<file path="src/rtl/wbps_pkg.sv">
package wbps_pkg;

   localparam int PATTERN_MAX = 512;
   localparam int IDX_W       = (PATTERN_MAX > 1) ? $clog2(PATTERN_MAX) : 1;
   localparam int PIDX_W      = 9;
   localparam int LEN_W       = 9;
   localparam int ADDR_W      = 64;
   localparam int CMP_W       = ((IDX_W > PIDX_W) ? IDX_W : PIDX_W) + 1;
   localparam int GROUP_W     = 16;
   localparam int NUM_GROUPS  = (PATTERN_MAX + GROUP_W - 1) / GROUP_W;
   localparam int CSR_IDX_W   = 2;

   localparam logic [7:0] WILDCARD = 8'hFF;

   localparam logic MODE_LOAD = 1'b0;
   localparam logic MODE_SCAN = 1'b1;

   typedef enum logic [CSR_IDX_W-1:0] {
      CSR_PATTERN_LENGTH = 2'd0,
      CSR_REGION_BASE    = 2'd1,
      CSR_RESULT_OFFSET  = 2'd2
   } csr_index_type;

   typedef struct packed {
      logic              mode;
      logic [PIDX_W-1:0] pattern_index;
      logic [7:0]        data_byte;
      logic              last_byte;
   } req_payload_type;

   typedef struct packed {
      logic              found;
      logic [ADDR_W-1:0] match_address;
   } rsp_payload_type;

   typedef struct packed {
      logic              load;
      logic              scan;
      logic [PIDX_W-1:0] pattern_index;
      logic [7:0]        data_byte;
      logic [LEN_W-1:0]  length;
   } cell_ctl_type;

endpackage

</file>
<file path="src/rtl/wbps_cell.sv">
module wbps_cell (
   input  logic                       clock,
   input  logic                       reset,
   input  logic [wbps_pkg::IDX_W-1:0] cell_index,
   input  wbps_pkg::cell_ctl_type     ctl,
   input  logic                       prev_match,
   output logic                       match,
   output logic                       tail_hit
);

   logic [7:0] pat_ff;
   logic       match_ff;
   logic       match_in;
   logic       idx_hit;
   logic       is_tail;
   logic       byte_ok;

   assign idx_hit = (wbps_pkg::CMP_W'(ctl.pattern_index) == wbps_pkg::CMP_W'(cell_index));
   assign is_tail = (wbps_pkg::CMP_W'(ctl.length) ==
                     wbps_pkg::CMP_W'(cell_index) + wbps_pkg::CMP_W'(1));
   assign byte_ok = (pat_ff == wbps_pkg::WILDCARD) || (pat_ff == ctl.data_byte);
   assign match_in = prev_match & byte_ok;

   always_ff @(posedge clock) begin
      if (ctl.load && idx_hit) begin
         pat_ff <= ctl.data_byte;
      end
   end

   always_ff @(posedge clock) begin
      if (reset) begin
         match_ff <= 1'b0;
      end else if (ctl.scan) begin
         match_ff <= match_in;
      end
   end

   assign match    = match_ff;
   assign tail_hit = match_ff & is_tail;

endmodule

</file>
<file path="config.mk">
export PLATFORM = sky130hd
export DESIGN_NAME = wbps_cell
export DESIGN_NICKNAME = d
export VERILOG_FILES = /design/src/rtl/wbps_pkg.sv /design/src/rtl/wbps_cell.sv
export SDC_FILE = /design/constraint.sdc
export NUM_CORES = 1
export LEC_CHECK = 0
export ABC_AREA = 1
export CAP_MARGIN = 30
export CORE_ASPECT_RATIO = 1.2
export CORE_UTILIZATION = 40
export CTS_BUF_LIST = sky130_fd_sc_hd__clkbuf_4 sky130_fd_sc_hd__clkbuf_8
export DETAILED_ROUTE_END_ITERATION = 10
export DONT_BUFFER_PORTS = 1
export PLACE_DENSITY = 0.62
export SYNTH_ARGS = -nofsm -noshare
export SYNTH_HDL_FRONTEND = slang
export SYNTH_SLANG_ARGS = --single-unit
export TNS_END_PERCENT = 30
</file>
<file path="constraint.sdc">
create_clock -name clock -period 1.8 [get_ports clock]
set_input_delay 0.36 -clock clock [delete_from_list [all_inputs] [get_ports clock]]
set_output_delay 0.36 -clock clock [all_outputs]
set_load 0.005 [all_outputs]
</file>
==> impl_metrics.toml <==
[logic_synthesis]
synth_area_um2 = 846
synthCells = 121
synth.net_count = 162
ys_seq_area_share_pct = 30.8
syn_area_per_cell_um2 = 6.99
ys_types = 18
synth-seq-cells = 9
synth_warnings = 0

[sta]
fin_ws_ns = 0.145
fin_crit_sh_pct = 91.9
finalSetupViolCount = 0
slew_viol_final = 0
tightest_slew_ns = 0.197
post-route-min-period_ns = 1.66
max_freq_ghz = 0.604
rsz0062_at_grt = "no"
relSlewSlack_pct = 86.8
timing.final.hold_violations = 0
finalSetupTns_ns = 0
finalClockSkew_ns = 0.000837

[clocking]
cts_root_buf = "clkbuf_4"
clk_latency_ns = 0.25
path_clk_slew_ns = 0.06
htreeDepth = 1
cts_resized = 0
cts_made_buffers = 3
cts_tree = "yes"
cts_hold_buf = 0
clock_sinks = 9
postCtsSetupBuffers = 0
clockBufferDepth = 2

[floorplan]
die_x_um = 44.0
rows = 17
core_region_area_mm2 = 0.00191
pin_count = 42
die_area_mm2 = 0.00230
die_h_um = 52.4
start_util_pct = 44.2

[finish]
n_antenna_cell = 0
fin_area_um2 = 907
final_common_cell = "nand2_1"
final_cell_mix = "42 x nand2_1, 20 x inv_1, 13 x xnor2_1"
final_cells = 145
utilization_pct = 47.4
drive_gt1_share_pct = 8.73
final_nets = 168
syn2layout_area_growth_pct = 7.25

[grt]
overflow = 0
track_usage_pct = 17.1
grt_max_degree = 9
grt_pass1_wl_um = 2840
grt_pass1_vias = 688
antenna_found_initial = 0

[setup_path]
worst_setup_path_start_kind = "primary input"
critical_path_required_ns = 1.44
critPathCaptureType = "primary output"
cp_max_fo = 6
cp.arrival_ns = 1.30
path_class = "in2out"
reg2reg_depth = 9
r2r_slack_ns = 0.70

[placed_design]
dpl_cell_area_um2 = 877
gp_congestion = 0.676
io_buffers = 0
dp.cells = 141
dp_hpwl_um = 1410
post-place-ws_ns = 0.133

[routing]
totalWireLength_um = 1610
drc = 0
drt-vias-per-instance = 4.97
first_pass_iters = 6
ant_nets = 0
first_iter_violations = 11
via_count = 721
routedWlPerCell_um = 11.1

[pwr]
vdd_ir_drop_max_mv = 0.374
power.density_mw_per_mm2 = 528
leakagePower_nw = 0.417

[outcome]
outcome = "finished, final reports clean"

[min_path]
min_path_cells = 1
hp-class = "in2reg"

[run]
cap_violations = 0
-- per-layer routing --
| metal | vias up | global-route usage [%] | wire (um) |
|---|---|---|---|
| met5 | - | 0 | 0 |
| met4 | 0 | 7.58 | 19 |
| met3 | 2 | 9.31 | 146 |
| met2 | 31 | 26.6 | 786 |
| met1 | 306 | 19.0 | 659 |
| li1 | 382 | - | - |
-- registers in the layout (all words and copies together), names as in the netlist --
name	cells
pat_ff	8
match	1
-- critical path: stages --
cell	delay, ns
ha_1	0.25
inv_1	0.04
nand2_1	0.05
nand2_1	0.04
nor3_1	0.19
nand3_1	0.12
nor2_2	0.09
nand2_1	0.06
nor2_2	0.09
-- cell type report --
cell class                 instances  area, um2
fill                             194       1010
multi-input combinational         92        510
sequential                         9        260
inverter                          20       75.1
clock buffer                       4       30.0
tap                               19       23.8
timing repair buffer               1       7.51
-- report_power, final --
| part | switching [W] | total [W] | internal (W) |
|---|---|---|---|
| clock network | 0.0000652 | 0.000165 | 0.000100 |
| registers | 0.000000301 | 0.000228 | 0.000228 |
| logic | 0.0000412 | 0.0000852 | 0.0000440 |
| total | 0.000107 | 0.000479 | 0.000372 |
-- cell usage after synthesis, drive strengths merged --
library cell | instances | share of area (%)
edfxtp | 8 | 28
o22ai | 1 | 0.74
inv | 20 | 8.9
o21ai | 2 | 1.2
xor2 | 7 | 7.2
nand2 | 42 | 19
nand3 | 5 | 4.1
xnor2 | 13 | 13
nor2 | 11 | 6.7
nor3 | 2 | 1.2
nand4 | 4 | 3.0
or2 | 2 | 1.5
a21oi | 2 | 1.2
dfxtp | 1 | 2.4
ha | 1 | 1.5
-- logic make-up after synthesis --
logic type	after synthesis	share of synthesized area (%)
adders and majority gates	1	1.48
AOI/OAI and AO/OA	5	3.11
buffers and inverters	20	8.88
and+or+nand+nor	66	35.1
DFF	9	30.8
xor gates and xnor gates	20	20.7
-- worst paths after layout --
path,from,end
worst max-delay path,cell_index[0],tail_hit
worst min-delay path,reset,match
worst max register to register,pat_ff[1],match
worst min register to register,match,match
-- through the flow --
stage | hold WS, ns | total power, W
detailed placement | 0.432 | 0.000318
CTS | 0.152 | 0.000490
global placement | 0.429 | 0.000317
finish | 0.165 | 0.000479
floorplan | 0.429 | 0.000308
global route | 0.134 | 0.000522
Power figures use the tool's default switching activity.
