==> config.mk <==
export PLATFORM = sky130hd
export DESIGN_NAME = wbps_hit_tree
export DESIGN_NICKNAME = d
export VERILOG_FILES = /design/src/rtl/wbps_pkg.sv /design/src/rtl/wbps_hit_tree.sv
export SDC_FILE = /design/constraint.sdc
export NUM_CORES = 1
export LEC_CHECK = 0
export BUFFER_PORTS_ARGS = -buffer_cell sky130_fd_sc_hd__buf_2
export CORE_AREA = 2 2 199 201
export CTS_CLUSTER_DIAMETER = 200
export DETAILED_ROUTE_END_ITERATION = 8
export DIE_AREA = 0 0 201 203
export HOLD_SLACK_MARGIN = 0.08
export PLACE_DENSITY = 0.39
export SETUP_SLACK_MARGIN = 0.4
export SYNTH_ARGS = -nofsm -noshare
export SYNTH_HDL_FRONTEND = slang
export SYNTH_SLANG_ARGS = --single-unit
==> constraint.sdc <==
create_clock -name clock -period 1.19 [get_ports clock]
set_input_delay 0 -clock clock [delete_from_list [all_inputs] [get_ports clock]]
set_output_delay 0 -clock clock [all_outputs]
set_load 0.01 [all_outputs]
==> src/rtl/wbps_pkg.sv <==
package wbps_pkg;

   localparam int PATTERN_MAX = 512;
   localparam int IDX_W       = (PATTERN_MAX > 1) ? $clog2(PATTERN_MAX) : 1;
   localparam int PIDX_W      = 9;
   localparam int LEN_W       = 9;
   localparam int ADDR_W      = 64;
   localparam int CMP_W       = ((IDX_W > PIDX_W) ? IDX_W : PIDX_W) + 1;
   localparam int GROUP_W     = 16;
   localparam int NUM_GROUPS  = (PATTERN_MAX + GROUP_W - 1) / GROUP_W;
   localparam int CSR_IDX_W   = 2;

   localparam logic [7:0] WILDCARD = 8'hFF;

   localparam logic MODE_LOAD = 1'b0;
   localparam logic MODE_SCAN = 1'b1;

   typedef enum logic [CSR_IDX_W-1:0] {
      CSR_PATTERN_LENGTH = 2'd0,
      CSR_REGION_BASE    = 2'd1,
      CSR_RESULT_OFFSET  = 2'd2
   } csr_index_type;

   typedef struct packed {
      logic              mode;
      logic [PIDX_W-1:0] pattern_index;
      logic [7:0]        data_byte;
      logic              last_byte;
   } req_payload_type;

   typedef struct packed {
      logic              found;
      logic [ADDR_W-1:0] match_address;
   } rsp_payload_type;

   typedef struct packed {
      logic              load;
      logic              scan;
      logic [PIDX_W-1:0] pattern_index;
      logic [7:0]        data_byte;
      logic [LEN_W-1:0]  length;
   } cell_ctl_type;

endpackage

==> src/rtl/wbps_hit_tree.sv <==
module wbps_hit_tree (
   input  logic                             clock,
   input  logic                             enable,
   input  logic [wbps_pkg::PATTERN_MAX-1:0] tail_hits,
   output logic                             hit
);

   localparam int PAD_W = wbps_pkg::NUM_GROUPS * wbps_pkg::GROUP_W;

   logic [PAD_W-1:0]                   padded;
   logic [wbps_pkg::NUM_GROUPS-1:0]    group_in;
   logic [wbps_pkg::NUM_GROUPS-1:0]    group_ff;

   assign padded = PAD_W'(tail_hits);

   always_comb begin
      for (int g = 0; g < wbps_pkg::NUM_GROUPS; g++) begin
         group_in[g] = |padded[g*wbps_pkg::GROUP_W +: wbps_pkg::GROUP_W];
      end
   end

   // first level of the OR tree is registered, second level feeds the state update
   always_ff @(posedge clock) begin
      if (enable) begin
         group_ff <= group_in;
      end
   end

   assign hit = |group_ff;

endmodule

==> impl_metrics.yaml <==
route:
  vias: 4199
  drtPass1Iterations: 4
  routedWlPerCell_um: 14.2
  post_drt_via_cell_ratio: 3.37
  drt_iter0_markers: 206
  ant_nets: 0
  drt-total-wl_um: 17700
  remaining_drc_errors: 0
timing:
  tns_ns: -0.458
  slew_viol_final: 0
  worst_pin_slew_ns: 0.367
  post-route-period-util_pct: 138
  rsz0062_at_grt: "true"
  fmax_mhz: 607
  final_hold_viol_count: 0
  slew_headroom_pct: 75.3
  fin_crit_ns: 1.65
  setup_viol: 1
  fin_ws_ns: -0.458
grt:
  met1_usage_pct: 7.91
  overflow: 0
  grt_busiest_layer: "met2"
  antenna_found_initial: 2
  use_met2_pct: 15.6
  grt_pass1_vias: 4139
  grt_pass1_wl_um: 23200
  grt_use_met3_pct: 1.81
  grtUsageTotal_pct: 7.79
  grt_max_degree: 33
placed_design:
  placed_area_um2: 5300
  gp_congestion: 0.890
  io_buffer_count: 514
  dp_hpwl_um: 16500
  place_ws_ns: -0.286
layout:
  final_area_um2: 5550
  seq_area_um2: 961
  fin_util_pct: 14.4
  top_regs: "group_ff x32"
  fin_nets: 1242
  largest_register_ffs: 32
  drive_gt1_share_pct: 74.0
  top_register: "group_ff"
  area_growth_pct: 172
  multi_input_area_um2: 1170
  nFillCells: 4446
logic_synthesis:
  syn_area_um2: 2040
  synth_fp_nets: 717
  ys_warn_count: 0
  syn_inst: 203
  yosysSeqAreaShare_pct: 47.2
  synth_area_per_cell_um2: 10.0
  synth_cell_type_count: 5
  yosys_register_bits: 32
pwr:
  vdd_drop_max_mv: 0.321
  pwr-share-seq_pct: 37.9
  internal-power_uw: 2690
  clkPwrFrac_pct: 32.3
  switching_share_pct: 22.5
  powerDensity_nw_per_um2: 627
  p_leak_uw: 0.00252
  combPwrFrac_pct: 29.8
  switchingPower_uw: 784
setup_path:
  crit_family: "simple AND/OR/NAND/NOR gates"
  critPathCaptureType: "primary output"
  arrival_ns: 1.65
  critPathKind: "reg2out"
  startpoint_type: "flop"
  cp_max_fo: 1
  slowest_stage: "edfxtp_1"
  cp_slowest_stage_delay_ns: 0.37
  crit_buf_inv: 1
  cp.required_ns: 1.19
  crit_chain: "nor4_2, nand4_1, or2_1, buf_6"
cts:
  cts_max_level: 2
  numCtsBuffers: 5
  clk_pin_slew_worst_paths_ns: 0.05
  cts_tree: "yes"
  cts.sinks: 32
  cts.path.max_buffers: 2
  cts_root_buffer: "clkbuf_16"
floorplanning:
  rows: 72
  fp.dieArea_um2: 40800
  die_y_um: 203
  fp.coreArea_um2: 38500
  start_util_pct: 5.30
  io_pins: 515
  fp.dieW_um: 201
flow_run:
  drv_cap: 0
outcome:
  status: "finished, violations left"
  violations: "setup timing"
min_path:
  hold_class: "in2reg"
[metal layers]
layer / vias up / share of wire, %
li1: 2029 / -
met4: 0 / 2.0
met2: 286 / 55
met1: 1870 / 35
met3: 14 / 7.9
met5: - / 0
[through the flow]
step                total power [µW]  cells  hold WS [ns]
floorplan                       1410    203         0.112
global placement                2340   1239         0.302
detailed placement              2340   1239         0.307
CTS                             3530   1244        0.0201
global route                    3660   1244        0.0472
finish                          3480   1245        0.0253
[power by group through the flow]
stage          Combinational, µW  Clock (µW)  Sequential (µW)
4_1_cts                     1030        1180             1320
5_1_grt                     1130        1220             1320
3_3_place_gp                1000           0             1330
6_report                    1040        1120             1320
2_1_floorplan               83.7           0             1330
3_5_place_dp                1010           0             1330
[path summary, 6_finish.rpt]
path                        from            to  slack (ns)  cells after the start
hold / removal    tail_hits[302]  group_ff[18]        0.03                      3
setup / recovery    group_ff[10]           hit       -0.46                      4
[logic make-up (layout without fill, tap and decap cells)]
kind of cell / Yosys count / count (layout) / share of synthesized area (%)
buffers and inverters: 0 / 523 / 0
AND/OR/NAND/NOR: 171 / 171 / 52.8
other: 0 / 1 / 0
flip-flops: 32 / 32 / 47.2
[Yosys cell counts]
master,n,area (µm²)
nor4_1,135,845
or2_1,1,6.26
nor4_2,1,12.5
edfxtp_1,32,961
nand4_1,34,213
[cells in the final DEF (no fill, tap or decap), drive strengths merged]
cell and instances:
or2 1, edfxtp 32, diode 1, clkbuf 5
buf 518, nor4 136, nand4 34
[area by class of cell]
| cell class | count | share of cell area (%) |
|---|---|---|
| Timing Repair Buffer | 518 | 47.7 |
| Multi-Input combinational cell | 171 | 21.0 |
| Sequential cell | 32 | 17.3 |
| Tap cell | 518 | 11.7 |
| Clock buffer | 5 | 2.25 |
| Antenna cell | 1 | 0.0451 |
[worst min-delay path: cells and delay by family]
| family | cells | cell delay [ns] |
|---|---|---|
| and+or+nand+nor | 2 | 0.11 |
| buffers and inverters | 1 | 0.07 |
[repair_timing]
action | 4_1_cts | 5_1_grt
setup endpoints to repair | 3 | 8
endpoints found under the hold margin | 8 | 4
resized for setup | 11 | 8
pin swaps | 9 | 9
setup buffers | 0 | 0
gates cloned | 0 | 0
Power figures use the tool's default switching activity.
